--- config.mk ---
export PLATFORM = sky130hd
export DESIGN_NAME = backslash_escape_decoder
export DESIGN_NICKNAME = d
export VERILOG_FILES = /design/src/hdl/bsed_pkg.sv /design/src/hdl/backslash_escape_decoder.sv /design/src/hdl/bsed_front.sv /design/src/hdl/bsed_fifo.sv /design/src/hdl/bsed_back.sv
export VERILOG_INCLUDE_DIRS = /design/src /design/src/hdl
export SDC_FILE = /design/constraint.sdc
export NUM_CORES = 1
export LEC_CHECK = 0
export ABC_AREA = 0
export BUFFER_PORTS_ARGS = -buffer_cell sky130_fd_sc_hd__buf_2
export CORE_MARGIN = 3
export CORE_UTILIZATION = 30
export DETAILED_ROUTE_END_ITERATION = 7
export PLACE_DENSITY = 0.47
export SYNTH_ARGS = -nofsm -noshare
export SYNTH_HDL_FRONTEND = slang
export SYNTH_HIERARCHICAL = 1
export SYNTH_SLANG_ARGS = --single-unit
--- constraint.sdc ---
create_clock -name clk -period 8.4 [get_ports clk]
set_clock_uncertainty 0.15 [all_clocks]
set_input_delay 2.1 -clock clk [delete_from_list [all_inputs] [get_ports clk]]
set_output_delay 2.1 -clock clk [all_outputs]
set_load 0.01 [all_outputs]
--- src/hdl/assert_macros.svh ---
// assertion macros shared by the escape decoder rtl
// expects clk and arst_n in the scope of each use
`ifndef ASSERT_MACROS_SVH
`define ASSERT_MACROS_SVH

// property must hold at every edge outside reset
`define BSED_ASSERT(lbl, prop, msg) \
	lbl: assert property (@(posedge clk) disable iff (!arst_n) prop) \
		else $error(msg);

// condition must never be seen outside reset
`define BSED_ASSERT_NEVER(lbl, cond, msg) \
	lbl: assert property (@(posedge clk) disable iff (!arst_n) !(cond)) \
		else $error(msg);

`endif

--- src/hdl/bsed_pkg.sv ---
// types and constants for the backslash escape decoder
// no dependencies
`timescale 1ns / 1ps
`default_nettype none

package bsed_pkg;

	typedef enum logic [1:0] {
		PH_TEXT = 2'd0,
		PH_ESC  = 2'd1,
		PH_OCT  = 2'd2,
		PH_STOP = 2'd3
	} phase_t;

	localparam logic [7:0] CH_NUL    = 8'h00;
	localparam logic [7:0] CH_BSLASH = 8'h5C;
	localparam logic [7:0] CH_ZERO   = 8'h30;
	localparam logic [7:0] CH_SEVEN  = 8'h37;
	localparam logic [7:0] CH_C      = 8'h63;

	// one queue entry: up to two results of one input byte
	typedef struct packed {
		logic [7:0] first_val;
		logic       first_has;
		logic       first_stop;
		logic       two;
		logic [7:0] second_val;
	} entry_t;

	typedef struct packed {
		logic       hit;
		logic [7:0] code;
	} esc_t;

	// single-byte escapes
	function automatic esc_t esc_lookup(input logic [7:0] b);
		esc_t r;
		r.hit = 1'b1;
		unique case (b)
			8'h61:     r.code = 8'h07; // a
			8'h62:     r.code = 8'h08; // b
			8'h66:     r.code = 8'h0C; // f
			8'h6E:     r.code = 8'h0A; // n
			8'h72:     r.code = 8'h0D; // r
			8'h74:     r.code = 8'h09; // t
			8'h76:     r.code = 8'h0B; // v
			CH_BSLASH: r.code = CH_BSLASH;
			CH_NUL:    r.code = CH_BSLASH; // trailing backslash
			default: begin
				r.hit  = 1'b0;
				r.code = CH_NUL;
			end
		endcase
		return r;
	endfunction

endpackage

`default_nettype wire

--- src/hdl/backslash_escape_decoder.sv ---
// backslash escape decoder, top level
// depends on bsed_pkg, bsed_front, bsed_fifo, bsed_back
`timescale 1ns / 1ps
`default_nettype none

// usage:
//   input queue: drive in_byte and push; a byte is taken at an edge with push high
//   and full low. a byte of zero ends a string.
//   result queue: while empty is low the oldest item sits on out_byte, has_byte,
//   stop_seen and last; it is taken at an edge with pop high.
//   config: cfg_wr_en with cfg_wr_data writes argument_mode; write it only while idle.
//   one byte is accepted per cycle while full is low. a byte gives zero, one or
//   two items; its first item passes the queue, then the output register, and a
//   second one follows it. the output register drains one item per cycle while
//   pop is high, so bytes that give two items run at half rate once the queue
//   between front and back end has filled. if the receiver stalls, the queue
//   (QUEUE_DEPTH entries) fills and full rises; nothing is lost.
//   reset: plain text phase, argument_mode 0, queue and output register empty.

module backslash_escape_decoder #(
	parameter int QUEUE_DEPTH = 4
) (
	input  wire logic       clk,
	input  wire logic       arst_n,
	input  wire logic       cfg_wr_en,
	input  wire logic       cfg_wr_data,
	input  wire logic       push,
	output logic            full,
	input  wire logic [7:0] in_byte,
	output logic            empty,
	input  wire logic       pop,
	output logic [7:0]      out_byte,
	output logic            has_byte,
	output logic            stop_seen,
	output logic            last
);
	import bsed_pkg::*;

	logic   q_push, q_full, q_nonempty, q_pop;
	entry_t q_wdata, q_rdata;

	assign full = q_full;

	bsed_front u_front (
		.clk         (clk),
		.arst_n      (arst_n),
		.cfg_wr_en   (cfg_wr_en),
		.cfg_wr_data (cfg_wr_data),
		.push        (push),
		.in_byte     (in_byte),
		.q_full      (q_full),
		.q_push      (q_push),
		.q_data      (q_wdata)
	);

	bsed_fifo #(
		.DEPTH (QUEUE_DEPTH)
	) u_fifo (
		.clk      (clk),
		.arst_n   (arst_n),
		.push     (q_push),
		.wdata    (q_wdata),
		.full     (q_full),
		.nonempty (q_nonempty),
		.pop      (q_pop),
		.rdata    (q_rdata)
	);

	bsed_back u_back (
		.clk        (clk),
		.arst_n     (arst_n),
		.q_nonempty (q_nonempty),
		.q_data     (q_rdata),
		.q_pop      (q_pop),
		.empty      (empty),
		.pop        (pop),
		.out_byte   (out_byte),
		.has_byte   (has_byte),
		.stop_seen  (stop_seen),
		.last       (last)
	);

endmodule

`default_nettype wire

--- src/hdl/bsed_front.sv ---
// front end: accepts text bytes, tracks escape state, turns each byte into
// at most one queue entry; depends on bsed_pkg
`timescale 1ns / 1ps
`default_nettype none

module bsed_front (
	input  wire logic            clk,
	input  wire logic            arst_n,
	input  wire logic            cfg_wr_en,
	input  wire logic            cfg_wr_data,
	input  wire logic            push,
	input  wire logic [7:0]      in_byte,
	input  wire logic            q_full,
	output logic                 q_push,
	output bsed_pkg::entry_t     q_data
);
	import bsed_pkg::*;

	logic        arg_mode_q;
	phase_t      phase_q, phase_d;
	logic [8:0]  octal_q, octal_d;
	logic [1:0]  digits_q, digits_d;
	logic        accept;
	logic        is_oct;
	logic        emit;
	esc_t        esc;

	assign accept = push && !q_full;
	assign is_oct = (in_byte >= CH_ZERO) && (in_byte <= CH_SEVEN);
	assign esc    = esc_lookup(in_byte);

	// next state
	always_comb begin
		phase_d  = phase_q;
		octal_d  = octal_q;
		digits_d = digits_q;
		unique case (phase_q)
			PH_TEXT: begin
				if (in_byte == CH_BSLASH) phase_d = PH_ESC;
			end
			PH_ESC: begin
				phase_d = PH_TEXT;
				if (!esc.hit && in_byte == CH_C) begin
					if (arg_mode_q) phase_d = PH_STOP;
				end else if (!esc.hit && is_oct) begin
					phase_d = PH_OCT;
					if (arg_mode_q && in_byte == CH_ZERO) begin
						octal_d  = '0;
						digits_d = 2'd3;
					end else begin
						octal_d  = {6'd0, in_byte[2:0]};
						digits_d = 2'd2;
					end
				end
			end
			PH_OCT: begin
				if (is_oct && digits_q != 2'd0) begin
					octal_d  = {octal_q[5:0], in_byte[2:0]};
					digits_d = digits_q - 2'd1;
					if (digits_q == 2'd1) phase_d = PH_TEXT;
				end else begin
					digits_d = 2'd0;
					phase_d  = (in_byte == CH_BSLASH) ? PH_ESC : PH_TEXT;
				end
			end
			PH_STOP: begin
				if (in_byte == CH_NUL) phase_d = PH_TEXT;
			end
		endcase
	end

	// outputs
	always_comb begin
		emit   = 1'b0;
		q_data = '0;
		unique case (phase_q)
			PH_TEXT: begin
				if (in_byte != CH_NUL && in_byte != CH_BSLASH) begin
					emit             = 1'b1;
					q_data.first_val = in_byte;
					q_data.first_has = 1'b1;
				end
			end
			PH_ESC: begin
				if (esc.hit) begin
					emit             = 1'b1;
					q_data.first_val = esc.code;
					q_data.first_has = 1'b1;
				end else if (in_byte == CH_C && arg_mode_q) begin
					emit              = 1'b1;
					q_data.first_stop = 1'b1;
				end else if (in_byte == CH_C || !is_oct) begin
					emit              = 1'b1;
					q_data.first_val  = CH_BSLASH;
					q_data.first_has  = 1'b1;
					q_data.two        = 1'b1;
					q_data.second_val = in_byte;
				end
			end
			PH_OCT: begin
				if (is_oct && digits_q != 2'd0) begin
					if (digits_q == 2'd1) begin
						emit             = 1'b1;
						q_data.first_val = {octal_q[4:0], in_byte[2:0]};
						q_data.first_has = 1'b1;
					end
				end else begin
					emit              = 1'b1;
					q_data.first_val  = octal_q[7:0];
					q_data.first_has  = 1'b1;
					q_data.two        = (in_byte != CH_NUL) && (in_byte != CH_BSLASH);
					q_data.second_val = in_byte;
				end
			end
			PH_STOP: begin
				emit = 1'b0;
			end
		endcase
	end

	assign q_push = accept && emit;

	always_ff @(posedge clk or negedge arst_n) begin
		if (!arst_n) begin
			arg_mode_q <= 1'b0;
			phase_q    <= PH_TEXT;
			octal_q    <= '0;
			digits_q   <= '0;
		end else begin
			if (cfg_wr_en) arg_mode_q <= cfg_wr_data;
			if (accept) begin
				phase_q  <= phase_d;
				octal_q  <= octal_d;
				digits_q <= digits_d;
			end
		end
	end

endmodule

`default_nettype wire

--- src/hdl/bsed_fifo.sv ---
// short queue of classified entries between front and back end
// depends on bsed_pkg and assert_macros.svh
`timescale 1ns / 1ps
`default_nettype none
`include "assert_macros.svh"

module bsed_fifo #(
	parameter int DEPTH = 4
) (
	input  wire logic             clk,
	input  wire logic             arst_n,
	input  wire logic             push,
	input  wire bsed_pkg::entry_t wdata,
	output logic                  full,
	output logic                  nonempty,
	input  wire logic             pop,
	output bsed_pkg::entry_t      rdata
);
	import bsed_pkg::*;

	localparam int PW = $clog2(DEPTH);
	localparam int CW = $clog2(DEPTH + 1);

	entry_t          mem_q [DEPTH];
	logic [PW-1:0]   wr_ptr_q, rd_ptr_q;
	logic [CW-1:0]   count_q;
	logic            do_push, do_pop;

	assign full     = (count_q == CW'(DEPTH));
	assign nonempty = (count_q != '0);
	assign do_push  = push && !full;
	assign do_pop   = pop && nonempty;
	assign rdata    = mem_q[rd_ptr_q];

	always_ff @(posedge clk) begin
		if (do_push) mem_q[wr_ptr_q] <= wdata;
	end

	always_ff @(posedge clk or negedge arst_n) begin
		if (!arst_n) begin
			wr_ptr_q <= '0;
			rd_ptr_q <= '0;
			count_q  <= '0;
		end else begin
			if (do_push)
				wr_ptr_q <= (wr_ptr_q == PW'(DEPTH - 1)) ? '0 : wr_ptr_q + 1'b1;
			if (do_pop)
				rd_ptr_q <= (rd_ptr_q == PW'(DEPTH - 1)) ? '0 : rd_ptr_q + 1'b1;
			unique case ({do_push, do_pop})
				2'b10:   count_q <= count_q + 1'b1;
				2'b01:   count_q <= count_q - 1'b1;
				default: count_q <= count_q;
			endcase
		end
	end

	`BSED_ASSERT(a_count_range, count_q <= CW'(DEPTH), "queue count above depth")
	`BSED_ASSERT(a_ptr_count, (wr_ptr_q == rd_ptr_q) |-> (count_q == '0 || full), "pointers and count disagree")

endmodule

`default_nettype wire

--- src/hdl/bsed_back.sv ---
// back end: expands queue entries into single results in an output register
// depends on bsed_pkg and assert_macros.svh
`timescale 1ns / 1ps
`default_nettype none
`include "assert_macros.svh"

module bsed_back (
	input  wire logic             clk,
	input  wire logic             arst_n,
	input  wire logic             q_nonempty,
	input  wire bsed_pkg::entry_t q_data,
	output logic                  q_pop,
	output logic                  empty,
	input  wire logic             pop,
	output logic [7:0]            out_byte,
	output logic                  has_byte,
	output logic                  stop_seen,
	output logic                  last
);
	import bsed_pkg::*;

	logic       out_valid_q;
	logic       sec_valid_q;
	logic [7:0] sec_byte_q;
	logic [7:0] out_byte_q;
	logic       has_byte_q, stop_seen_q, last_q;
	logic       slot_free, load_sec, load_head;

	assign slot_free = !out_valid_q || pop;
	assign load_sec  = slot_free && sec_valid_q;
	assign load_head = slot_free && !sec_valid_q && q_nonempty;
	assign q_pop     = load_head;

	assign empty     = !out_valid_q;
	assign out_byte  = out_byte_q;
	assign has_byte  = has_byte_q;
	assign stop_seen = stop_seen_q;
	assign last      = last_q;

	always_ff @(posedge clk or negedge arst_n) begin
		if (!arst_n) begin
			out_valid_q <= 1'b0;
			sec_valid_q <= 1'b0;
		end else if (slot_free) begin
			out_valid_q <= sec_valid_q || q_nonempty;
			sec_valid_q <= !sec_valid_q && q_nonempty && q_data.two;
		end
	end

	always_ff @(posedge clk) begin
		if (load_sec) begin
			out_byte_q  <= sec_byte_q;
			has_byte_q  <= 1'b1;
			stop_seen_q <= 1'b0;
			last_q      <= 1'b1;
		end else if (load_head) begin
			out_byte_q  <= q_data.first_val;
			has_byte_q  <= q_data.first_has;
			stop_seen_q <= q_data.first_stop;
			last_q      <= !q_data.two;
			sec_byte_q  <= q_data.second_val;
		end
	end

	`BSED_ASSERT(a_sec_behind_out, sec_valid_q |-> out_valid_q, "second item pending with no first")
	`BSED_ASSERT(a_stop_shape, (out_valid_q && stop_seen_q) |-> (!has_byte_q && last_q), "stop item carries a byte")

endmodule

`default_nettype wire

Yosys cells after proc, flatten, opt, wreduce, memory -nomap -nowiden:

Memories as Yosys holds them, arrays and structs flattened.
Index checks and enable logic that the tools add are counted.

* input port bits: 14
* memories kept: 1
* flip-flop bits (word level): 41
* output and inout port bits: 13
* logic and storage cells: 137
* bits in writable memories: 76

* reductions and logical operators: 39
* equal/unequal tests: 26
* bitwise gates (word level): 1
* order comparisons: 2
* multiplexer cells: 49
* add/sub/neg operators: 5

Memory list
* u_fifo.mem_q: words 4, width 19, rd ports 1, clocked after memory_dff 0, write ports 1, RTL line bsed_fifo.sv:24 `entry_t mem_q [DEPTH];`

Operators with widths (count)
* == test 8 x 7 -> 1 bit, second input constant: 9
* 2-to-1 mux 9 bit: 8
* one-hot mux 7 bit (8 select lines): 1
* 2-to-1 mux 8 bit: 6
* one-hot mux 9 bit (3 select lines): 1
* 2-to-1 mux 2 bit: 12
* one-hot mux 9 bit (2 select lines): 1
* logical AND 1 bit: 16
* one-hot mux 8 bit (2 select lines): 1
* 2-to-1 mux 1 bit: 13
* == test 2 bit, second input constant: 5
* 2-to-1 mux 10 bit: 1
* OR reduction 9 bit: 1
* == test 8 x 6 -> 1 bit, second input constant: 1
* greater-or-equal comparator 8 x 6 -> 1 bit, second input constant: 1
* less-or-equal comparator 8 x 6 -> 1 bit, second input constant: 1
* logical NOT 8 bit: 1
* != test 2 x 1 -> 1 bit, second input constant: 4
* != test 8 x 7 -> 1 bit, second input constant: 1
* one-hot mux 2 bit (4 select lines): 1
* AND reduction 4 bit: 2
* nonzero test 2 bit: 4
* nonzero test 8 bit: 1
* == test 2 x 1 -> 1 bit, second input constant: 3
* 19 further kinds: 27

Longest topological paths before layout:

Gate-level depths: netlist of the first run.

* depth after elaboration: 12
* gate-level depth with buffers: 15
* mapped depth without buffers: 15

Modules after synthesis:

The synthesis of the first run kept the hierarchy.

Modules (own cells, without submodules)
* bsed_fifo: area each 3233.1 um^2, cells each 139, times used 1
* bsed_front: area each 1382.6 um^2, cells each 187, times used 1
* bsed_back: area each 799.5 um^2, cells each 44, times used 1

Worst setup path after synthesis of the first run:

Ideal clock, no wire load.

* path kind: input port to flip-flop
* start point: input in_byte[3]
* end point: register u_fifo.count_q[2]
* buffers on the path: 1
* arrival time: 4336 ps
* stages: 14
* path slack: 3834 ps
* path through: or3b_1 -> buf_6 -> o21ai_0 -> a21oi_1 -> nor2_1 -> nor2_1 -> nor2b_2 -> inv_1 -> ha_1 -> inv_1 -> fa_1 -> xor2_1 -> nor2_1 -> xor2_1

* longest elaborated chain between the ends: 12

RTL lines
* start: declaration: RTL line backslash_escape_decoder.sv:29 `input wire logic [7:0] in_byte,`
* greater-or-equal comparator 8 x 6 -> 1 bit / less-or-equal comparator 8 x 6 -> 1 bit (equally long branches): RTL line bsed_front.sv:29 `assign is_oct = (in_byte >= CH_ZERO) && (in_byte <= CH_SEVEN);`
* logical AND 1 bit: RTL line bsed_front.sv:29
* logical NOT 1 bit: RTL line bsed_front.sv:92 `end else if (in_byte == CH_C || !is_oct) begin`
* logical OR 1 bit: RTL line bsed_front.sv:92
* 2-to-1 mux 1 bit: RTL line bsed_front.sv:92
* 2-to-1 mux 1 bit: RTL line bsed_front.sv:89 `end else if (in_byte == CH_C && arg_mode_q) begin`
* 2-to-1 mux 1 bit: RTL line bsed_front.sv:85 `if (esc.hit) begin`
* one-hot mux 1 bit (4 select lines) (*): RTL line bsed_front.sv:76 `unique case (phase_q)`
* logical AND 1 bit (*): RTL line bsed_front.sv:121 `assign q_push = accept && emit;`
* via q_push: RTL line backslash_escape_decoder.sv:39 `logic q_push, q_full, q_nonempty, q_pop;`
* logical AND 1 bit (*): RTL line bsed_fifo.sv:31 `assign do_push = push && !full;`
* == test 2 x 1 -> 1 bit / == test 2 bit (equally long branches): RTL line bsed_fifo.sv:49 `unique case ({do_push, do_pop})`
* one-hot mux 3 bit (2 select lines) / nonzero test 2 bit (equally long branches)
* end signal: assignment: RTL line bsed_fifo.sv:50 `2'b10: count_q <= count_q + 1'b1;`
* end signal: assignment: RTL line bsed_fifo.sv:51 `2'b01: count_q <= count_q - 1'b1;`
* end signal: assignment: RTL line bsed_fifo.sv:52 `default: count_q <= count_q;`
* end: declaration: RTL line bsed_fifo.sv:26 `logic [CW-1:0] count_q;`

Mark *: on every way through the listed nets, which the timed path passes. The rest lies on a longest branch.
A chain may end at the register's enable or synchronous reset.

Final worst setup path of the first run:

Same ends and word-level chain as after synthesis.

==> results of run 1 <==
-- stage by stage --
| stage | worst slack (ps) | instance area (sq um) | cells |
|---|---|---|---|
| 2_1_floorplan | 3830 | 5420 | 370 |
| 3_3_place_gp | 3330 | 5750 | 606 |
| 3_5_place_dp | 3290 | 5750 | 606 |
| 4_1_cts | 3700 | 6440 | 638 |
| 5_1_grt | 3470 | 6440 | 638 |
| 6_report | 3690 | 6440 | 638 |
-- layout make-up --
| type | instances | area (sq um) |
|---|---|---|
| Clock buffer | 18 | 429 |
| Clock inverter | 14 | 256 |
| Fill cell | 1647 | 11000 |
| Inverter | 16 | 60.1 |
| Multi-Input combinational cell | 220 | 1890 |
| Sequential cell | 117 | 3370 |
| Tap cell | 225 | 282 |
| Timing Repair Buffer | 28 | 145 |
-- report_power, final --
part           internal [mW]  switching [mW]  leakage, nW
clock network          0.584           0.251        0.328
logic                  0.281           0.362        0.917
registers              0.851          0.0651         1.15
-- sequential cells by signal, summed over array words and instances, names as in the netlist --
register and count:
u_back/has_byte 1, u_back/last 1, u_back/out_byte 8, u_back/out_valid_q 1
u_back/sec_byte_q 8, u_back/sec_valid_q 1, u_back/stop_seen 1, u_fifo/count_q 3
u_fifo/mem_q 76, u_fifo/rd_ptr_q 2, u_fifo/wr_ptr_q 2, u_front/arg_mode_q 1
u_front/digits_q 2, u_front/octal_q 8, u_front/phase_q 2
-- kinds of logic (layout without fill, tap and decap cells) --
group | Yosys count | in the layout | synth area share, %
flops | 117 | 117 | 62.3
simple gates | 110 | 110 | 11.8
compound gates | 52 | 52 | 6.29
mux | 40 | 40 | 12.8
xor+xnor | 4 | 4 | 0.647
fa+ha+maj | 14 | 14 | 3.37
buf+inv | 33 | 76 | 2.82
-- worst paths after layout --
kind,startpoint,endpoint,slack [ps],cells past startpoint
min reg2reg,u_back/stop_seen,u_back/stop_seen,290,2
min in group asynchronous,arst_n,u_front/arg_mode_q,1520,1
max,in_byte[3],u_fifo/count_q[2],3690,14
max reg2reg,u_front/phase_q[0],u_fifo/mem_q[2][6],5040,8
max in group asynchronous,arst_n,u_front/octal_q[0],6200,1
min,u_back/stop_seen,u_back/stop_seen,290,2
-- layer usage --
| metal | up-vias | global-route usage (%) |
|---|---|---|
| li1 | 1451 | - |
| met1 | 1587 | 15.9 |
| met2 | 47 | 19.4 |
| met3 | 10 | 3.79 |
| met4 | 0 | 3.67 |
| met5 | - | 0 |
-- layout by cell type (no fill, tap or decap), types with 8 or more instances in the layout --
cell / Yosys / routed
ha_1: 13 / 13
nand2_1: 30 / 30
clkbuf_16: 0 / 17
dfrtp_1: 22 / 22
mux2_2: 15 / 15
nor2_1: 28 / 28
mux4_2: 12 / 12
a21oi_1: 8 / 8
buf_2: 4 / 26
o21ai_0: 16 / 16
edfxtp_1: 92 / 92
inv_1: 16 / 16
-- worst min-delay path, delay by kind of cell (launching register included) --
| family | cells | cell delay [ps] |
|---|---|---|
| buffers and inverters | 1 | 40 |
| AOI/OAI and AO/OA | 1 | 50 |
| DFF | 1 | 300 |
==> flow_metrics.py, run 1 <==
metrics = {
    "logic_synthesis": {
        "ys_ff_latch": 117,
        "yosysSeqAreaShare_pct": 62.3,
        "ys.flop_type": "edfxtp_1",
        "yosys_warnings": 6,
        "synth.area.top_cells": "edfxtp_1 51%, dfrtp_1 10%, mux4_2 5.0%",
        "async_flop_share_pct": 18.8,
        "synth_largest_area_cell": "edfxtp_1",
        "synth_edf_count": 92,
        "synth_fp_nets": 398,
        "syn_inst": 370,
        "ys_types": 64,
        "synth.most_common_cell": "edfxtp_1",
        "avgSynthCellArea_sq_um": 14.6,
        "netlist_top_cells_count": "92 x edfxtp_1, 30 x nand2_1, 28 x nor2_1",
        "netlist.area_leader.share_pct": 51.0,
        "netlist_area_sq_um": 5420,
    },
    "clock_tree": {
        "cts_tree": "yes",
        "cts-root-buf": "clkbuf_16",
        "ctsResizeCount": 0,
        "post_cts_buffers": 0,
        "ctsHoldBuffers": 0,
        "htree_levels": 4,
        "clock_path_buffers": 2,
        "clk_latency_ps": 410,
        "cts_buffers": 17,
        "clk_pin_slew_ps": 50,
        "cts.sinks": 117,
    },
    "drt": {
        "route.met3.wl_um": 340,
        "top_layer": "met4",
        "wirelength_um": 11400,
        "viasPerCell": 4.85,
        "drt_iter0_markers": 139,
        "vias": 3095,
        "antenna_left": 0,
        "wire_per_inst_um": 17.9,
        "drtPass1Iterations": 4,
        "dr_wl_met2_um": 5610,
        "wl_met1_um": 5360,
        "drc": 0,
    },
    "grt": {
        "antenna_found_initial": 0,
        "grt_usage_pct": 12.1,
        "grt_pass1_wl_um": 18100,
        "grt-ovfl-total": 0,
        "grt_pass1_vias": 3189,
        "grt_max_degree": 23,
    },
    "floorplanning": {
        "dieWidth_um": 140,
        "core_area_sq_um": 17500,
        "rows": 48,
        "dieHeight_um": 140,
        "initial_utilization_pct": 31.0,
        "io_pins": 27,
        "fp.dieArea_sq_um": 19700,
    },
    "setup_path": {
        "endpoint_kind": "flop",
        "critical_path_arrival_ps": 4900,
        "critPathRequiredTime_ps": 8590,
        "path_buf_inv": 3,
        "crit_family": "simple AND/OR/NAND/NOR gates",
        "worstPathCellList": "buf_2 > or3b_1 > o21ai_0 > a21oi_1 > nor2_1 > nor2_1 > nor2b_2 > inv_1 > ha_1 > inv_1 > fa_1 > xor2_1 > nor2_1 > xor2_1",
        "crit_path_start_kind": "input pin",
        "cpMostUsedCell": "nor2_1",
        "cp_slowest_cell": "or3b_1",
        "path_max_fanout": 12,
        "worst-setup-path-type": "input pin to flop",
        "max_stage_delay_ps": 590,
    },
    "cells_and_area": {
        "drive_above_1_share_pct": 25.4,
        "utilization_pct": 36.8,
        "num_antenna_cells": 0,
        "area_delta_synth_final_pct": 18.9,
        "nets": 428,
    },
    "status": {
        "status": "finished, final reports clean",
    },
    "sta": {
        "period_share_pct": 56.1,
        "hold_viol": 0,
        "fin_tns_setup_ps": 0,
        "slew_headroom_pct": 27.8,
        "rsz0062_at_grt": "false",
        "worst_hold_slack_ps": 292,
        "final_max_slew_viol_count": 0,
        "fmax_ghz": 0.212,
        "layout_min_cycle_time_ps": 4710,
        "worst_pin_slew_ps": 1080,
        "setup_viol_count_final": 0,
    },
    "placement": {
        "hpwl_um": 7690,
        "place_congestion": 0.822,
        "numPortBuffers": 26,
    },
    "run": {
        "max-cap-violations": 0,
    },
    "power": {
        "vdd_drop_max_mv": 0.153,
        "cellLeakagePower_nw": 2.40,
        "power.density_nw_per_um2": 372,
        "total_power_mw": 2.39,
    },
    "worst_hold_path": {
        "min_path_type": "flop to flop",
    },
}
Power figures use the tool's default switching activity.
==> run 2: changes to the inputs <==
ABC_AREA = 1   (was 0)
PLACE_DENSITY = 0.48   (was 0.47)
clock period = 4.3 ns   (was 8.4 ns; I/O delays follow)
==> run 2 against run 1 <==
Effect of this change: final cell count rose by 45%; largest cell class unchanged; sequential power rose by 110%; via count rose by 37%; critical path depth rose by 3; power rose by 110%; first-iteration DRC count rose by 120%; clock power rose by 83%; hold slack improved by 28 ps.
==> flow_metrics.py, run 2 <==
metrics = {
    "sta": {
        "worst_slack_ps": 1010,
        "setup_viol_count_final": 0,
        "final_max_slew_viol_count": 0,
        "layout_min_cycle_time_ps": 3290,
        "rsz0062_at_grt": "false",
        "worst_pin_slew_ps": 1070,
        "hold_viol": 0,
        "slew_headroom_pct": 28.8,
        "fmax_ghz": 0.304,
        "fin_tns_setup_ps": 0,
        "period_share_pct": 76.6,
    },
    "drt": {
        "wire_per_inst_um": 15.2,
        "wirelength_um": 14100,
        "viasPerCell": 4.56,
        "drt_iter0_markers": 305,
        "vias": 4231,
        "drtPass1Iterations": 5,
        "drc": 0,
        "antenna_left": 0,
    },
    "logic_synthesis": {
        "synth_fp_nets": 646,
        "synth_top_family_by_area": "simple AND/OR/NAND/NOR gates",
        "yosys_warnings": 6,
        "ys_ff_latch": 117,
        "avgSynthCellArea_sq_um": 9.76,
        "netlist.area_leader.share_pct": 45.8,
        "yosysSeqAreaShare_pct": 55.9,
        "synthMuxAreaShare_pct": 0.187,
        "synth_edf_count": 92,
        "synth_compound_area_share_pct": 10.4,
        "synth_largest_area_cell": "edfxtp_1",
        "netlist_top_cells_count": "159 x nand2_1, 104 x inv_1, 92 x edfxtp_1",
        "synth_xor_area_share_pct": 0.145,
        "synth-adder-area-share_pct": 3.03,
        "ys_types": 39,
        "syn_inst": 618,
        "ys.flop_type": "edfxtp_1",
        "synth_simple_gate_area_share_pct": 20.5,
        "synth.most_common_cell": "nand2_1",
        "async_flop_share_pct": 18.8,
        "netlist_area_sq_um": 6030,
        "synth.area.top_cells": "edfxtp_1 46%, nand2_1 9.9%, dfrtp_1 9.1%",
    },
    "power": {
        "power.net_switching_mw": 1.73,
        "power_frac_clock_pct": 30.7,
        "power.density_nw_per_um2": 710,
        "combPwrFrac_pct": 30.9,
        "p_int_mw": 3.26,
        "vdd_drop_max_mv": 0.263,
        "cellLeakagePower_nw": 3.10,
        "p_seq_share_pct": 38.5,
        "switching_share_pct": 34.7,
    },
    "grt": {
        "grt_pass1_vias": 4305,
        "antenna_found_initial": 0,
        "grt_pass1_wl_um": 22900,
        "grt_max_degree": 57,
        "grt_usage_pct": 13.6,
        "grt-ovfl-total": 0,
    },
    "clock_tree": {
        "cts.sinks": 117,
        "cts_tree": "yes",
        "cts-root-buf": "clkbuf_16",
        "cts_buffers": 17,
        "ctsHoldBuffers": 0,
        "clk_pin_slew_ps": 50,
        "ctsResizeCount": 0,
        "clock_path_buffers": 2,
        "post_cts_buffers": 0,
        "htree_levels": 4,
        "clk_latency_ps": 400,
    },
    "setup_path": {
        "critPathRequiredTime_ps": 4440,
        "worst-setup-path-type": "input pin to flop",
        "r2r_cells": 16,
        "crit_path_start_kind": "input pin",
        "critical_path_arrival_ps": 3440,
        "path_max_fanout": 7,
        "endpoint_kind": "flop",
    },
    "placement": {
        "place_congestion": 0.935,
        "place_ws_ps": 595,
        "numPortBuffers": 26,
        "hpwl_um": 10000,
    },
    "floorplanning": {
        "rows": 51,
        "initial_utilization_pct": 30.8,
        "dieWidth_um": 148,
        "core_area_sq_um": 19600,
        "dieHeight_um": 148,
        "io_pins": 27,
        "fp.dieArea_sq_um": 21800,
    },
    "worst_hold_path": {
        "min_path_type": "flop to flop",
        "worstHoldPathCells": 2,
    },
    "run": {
        "max-cap-violations": 0,
    },
    "cells_and_area": {
        "largest_reg_flops": 76,
        "nets": 677,
        "drive_above_1_share_pct": 17.5,
        "final_cell_mix": "159 x nand2_1, 104 x inv_1, 92 x edfxtp_1, 35 x nand3_1, 32 x nor2_1",
        "final_common_cell": "nand2_1",
        "top_register": "u_fifo/mem_q",
        "num_antenna_cells": 0,
        "area_delta_synth_final_pct": 16.6,
    },
    "status": {
        "status": "finished, final reports clean",
    },
}
run 2: cell types whose count changed after synthesis, moves of 7 or more:
cell | before | now
o211ai_1 | 0 | 20
nand3_2 | 0 | 10
nand2_1 | 30 | 159
inv_1 | 16 | 104
mux4_1 | 7 | 0
inv_2 | 0 | 8
o211ai_2 | 0 | 19
mux2_2 | 15 | 1
nand3_1 | 0 | 35
mux4_2 | 12 | 0
nand4_1 | 3 | 15
run 2: power groups by stage:
stage | combinational, mW | sequential, mW | clock [mW]
global placement | 1.55 | 1.92 | 0
detailed placement | 1.57 | 1.94 | 0
finish | 1.54 | 1.92 | 1.53
floorplan | 1.23 | 1.85 | 0
global route | 1.76 | 1.96 | 1.62
CTS | 1.57 | 1.92 | 1.56
run 2: cells by family after synthesis:
family | count (synthesis)
fa+ha+maj | 14
flops | 117
simple gates | 269
xor+xnor | 1
mux | 1
compound gates | 82
buf+inv | 134
run 2: layer usage:
metal | vias up | GRT usage [%] | share of wire, %
met3 | 23 | 2.94 | 3.7
met1 | 1990 | 17.5 | 47
met4 | 0 | 5.73 | 2.4
li1 | 2113 | - | -
met2 | 105 | 22.5 | 47
met5 | - | 0 | 0
run 2: worst paths after layout:
kind	startpoint	endpoint	slack (ps)
worst min-delay path	u_back/stop_seen	u_back/stop_seen	320
worst max register to register	u_front/digits_q[0]	u_fifo/count_q[2]	1480
max in group asynchronous	arst_n	u_fifo/rd_ptr_q[0]	3060
min in group asynchronous	arst_n	u_front/arg_mode_q	520
worst max-delay path	in_byte[0]	u_fifo/count_q[2]	1010
worst min register to register	u_back/stop_seen	u_back/stop_seen	320
run 2: critical path, stage by stage:
cell	delay [ps]
buf_2	140
nor2_1	190
inv_1	100
nor2_1	120
nand2_2	120
nand3_1	150
nand2_1	90
o21ai_0	190
inv_1	100
nand2_1	200
ha_1	210
inv_1	70
fa_1	380
nand2_1	100
nand3_1	70
nand2_1	70
nand2_1	50
run 2: final cells by class:
class | instances | area, sq um
Timing Repair Buffer | 34 | 190
Inverter | 112 | 420
Sequential cell | 117 | 3370
Clock buffer | 24 | 472
Tap cell | 265 | 332
Clock inverter | 8 | 173
Fill cell | 1984 | 12600
Multi-Input combinational cell | 367 | 2070
run 2: per-stage QoR:
step	total power [mW]	cells	hold slack [ps]	cell area (sq um)	utilization [%]
floorplan	3.09	618	302	6030	-
global placement	3.48	895	299	6380	32.6
detailed placement	3.51	895	308	6380	32.6
CTS	5.05	927	322	7030	35.9
global route	5.34	927	331	7030	35.9
finish	4.99	927	320	7030	35.9
==> run 3: changes to the inputs <==
PLACE_DENSITY = 0.47   (was 0.48)
clock period = 3.4 ns   (was 4.3 ns; I/O delays follow)
==> run 3 against run 2 <==
Effect of this change: die area unchanged; global-route usage is essentially flat; first-iteration DRC count fell by 9.2%; sequential power grew 23%; setup slack got worse by 600 ps; critical path depth shrank 2.
==> flow_metrics.py, run 3 (synthesis results as in run 2) <==
metrics = {
    "floorplanning": {
        "core_area_sq_um": 19600,
        "rows": 51,
        "io_pins": 27,
        "initial_utilization_pct": 30.8,
        "dieWidth_um": 148,
        "dieHeight_um": 148,
        "fp.dieArea_sq_um": 21800,
    },
    "clock_tree": {
        "post_cts_buffers": 0,
        "clock_path_buffers": 2,
        "cts_tree": "yes",
        "cts_buffers": 17,
        "cts.sinks": 117,
        "ctsResizeCount": 0,
        "ctsHoldBuffers": 0,
        "clk_pin_slew_ps": 50,
        "cts-root-buf": "clkbuf_16",
        "clk_latency_ps": 410,
        "htree_levels": 4,
    },
    "power": {
        "power.net_switching_mw": 2.27,
        "switching_share_pct": 36.1,
        "power_frac_clock_pct": 29.1,
        "power.density_nw_per_um2": 887,
        "p_seq_share_pct": 37.6,
        "total_power_mw": 6.28,
        "vdd_drop_max_mv": 0.375,
        "cellLeakagePower_nw": 3.11,
        "p_int_mw": 4.01,
        "combPwrFrac_pct": 33.3,
    },
    "setup_path": {
        "path_max_fanout": 6,
        "worstPathCellList": "buf_2 > nor2_1 > nand4_1 > nand3_1 > nand2_1 > o21ai_0 > inv_1 > nand2_1 > ha_1 > inv_1 > fa_1 > nand2_1 > nand3_1 > nand2_1 > nand2_1",
        "endpoint_kind": "flop",
        "worst-setup-path-type": "input pin to flop",
        "crit_path_start_kind": "input pin",
        "path_buf_inv": 3,
        "cp_slowest_cell": "fa_1",
        "max_stage_delay_ps": 370,
        "critPathRequiredTime_ps": 3550,
        "cpMostUsedCell": "nand2_1",
        "crit_family": "simple AND/OR/NAND/NOR gates",
        "critical_path_arrival_ps": 3140,
    },
    "grt": {
        "grt_pass1_vias": 4248,
        "grt_pass1_wl_um": 22900,
        "grt-ovfl-total": 0,
        "grt_usage_pct": 13.6,
        "antenna_found_initial": 0,
        "grt_max_degree": 48,
    },
    "drt": {
        "viasPerCell": 4.55,
        "antenna_left": 0,
        "vias": 4231,
        "wirelength_um": 14000,
        "drc": 0,
        "drtPass1Iterations": 7,
        "wire_per_inst_um": 15.1,
        "drt_iter0_markers": 277,
    },
    "sta": {
        "final_max_slew_viol_count": 0,
        "fmax_ghz": 0.334,
        "worst_pin_slew_ps": 685,
        "layout_min_cycle_time_ps": 2990,
        "hold_viol": 0,
        "setup_viol_count_final": 0,
        "period_share_pct": 88.0,
        "slew_headroom_pct": 54.3,
        "rsz0062_at_grt": "false",
    },
    "cells_and_area": {
        "area_delta_synth_final_pct": 17.5,
        "drive_above_1_share_pct": 18.6,
        "num_antenna_cells": 0,
        "utilization_pct": 36.2,
        "top_register": "u_fifo/mem_q",
        "nets": 680,
        "final_cell_mix": "159 x nand2_1, 104 x inv_1, 92 x edfxtp_1, 35 x nand3_1, 32 x nor2_1",
        "final_common_cell": "nand2_1",
        "largest_reg_flops": 76,
    },
    "status": {
        "status": "finished, final reports clean",
    },
    "placement": {
        "place_congestion": 0.943,
        "numPortBuffers": 26,
        "hpwl_um": 9990,
    },
    "run": {
        "max-cap-violations": 0,
    },
    "worst_hold_path": {
        "min_path_type": "input pin to async pin",
    },
}
[run 3: cell types whose count changed in the layout (fill, tap and decap cells not counted), sizes merged]
cell / before / now
inv: 112 / 115
clkinvlp: 0 / 3
buf: 34 / 37
clkbuf: 24 / 18
clkinv: 3 / 5
bufinv: 5 / 3
[run 3: layout make-up]
type / instances / area (sq um)
sequential: 117 / 3370
timing repair buffer: 37 / 275
fill: 1991 / 12500
clock buffer: 18 / 439
clock inverter: 14 / 175
tap: 265 / 332
inverter: 112 / 420
multi-input combinational: 367 / 2070
[run 3: metrics by stage]
stage               hold slack, ps  setup slack (ps)  instance area [sq um]  TNS [ps]  instances
floorplan                      302               236                   6030         0        618
global placement               299              13.2                   6470         0        898
detailed placement             302             -39.1                   6470     -39.1        898
CTS                            284               406                   7080         0        930
global route                   302               172                   7080         0        930
finish                         270               407                   7080         0        930
[run 3: worst paths after layout]
path | startpoint | slack [ps] | depth (start not counted) | end
min in group clk | u_back/stop_seen | 310 | 2 | u_back/stop_seen
max in group asynchronous | arst_n | 2440 | 1 | u_fifo/rd_ptr_q[0]
min reg2reg | u_back/stop_seen | 310 | 2 | u_back/stop_seen
max reg2reg | u_front/digits_q[0] | 610 | 16 | u_fifo/count_q[2]
max | in_byte[6] | 410 | 15 | u_fifo/count_q[2]
min | arst_n | 270 | 1 | u_back/out_valid_q
[run 3: routing by layer]
layer	vias up	wire length, um	track usage, %	share of wire, %
met5	-	0	0	0
met4	0	263	5.55	1.9
met2	90	6700	22.0	48
met3	16	536	3.19	3.8
met1	2002	6540	17.6	47
li1	2123	-	-	-
[run 3: power groups by stage]
stage	Combinational, mW	Sequential [mW]	Clock, mW
after detailed placement	2.12	2.39	0
final	2.09	2.36	1.83
after global routing	2.39	2.41	1.95
after CTS	2.13	2.37	1.88
after floorplan	1.56	2.34	0
after global placement	2.10	2.38	0
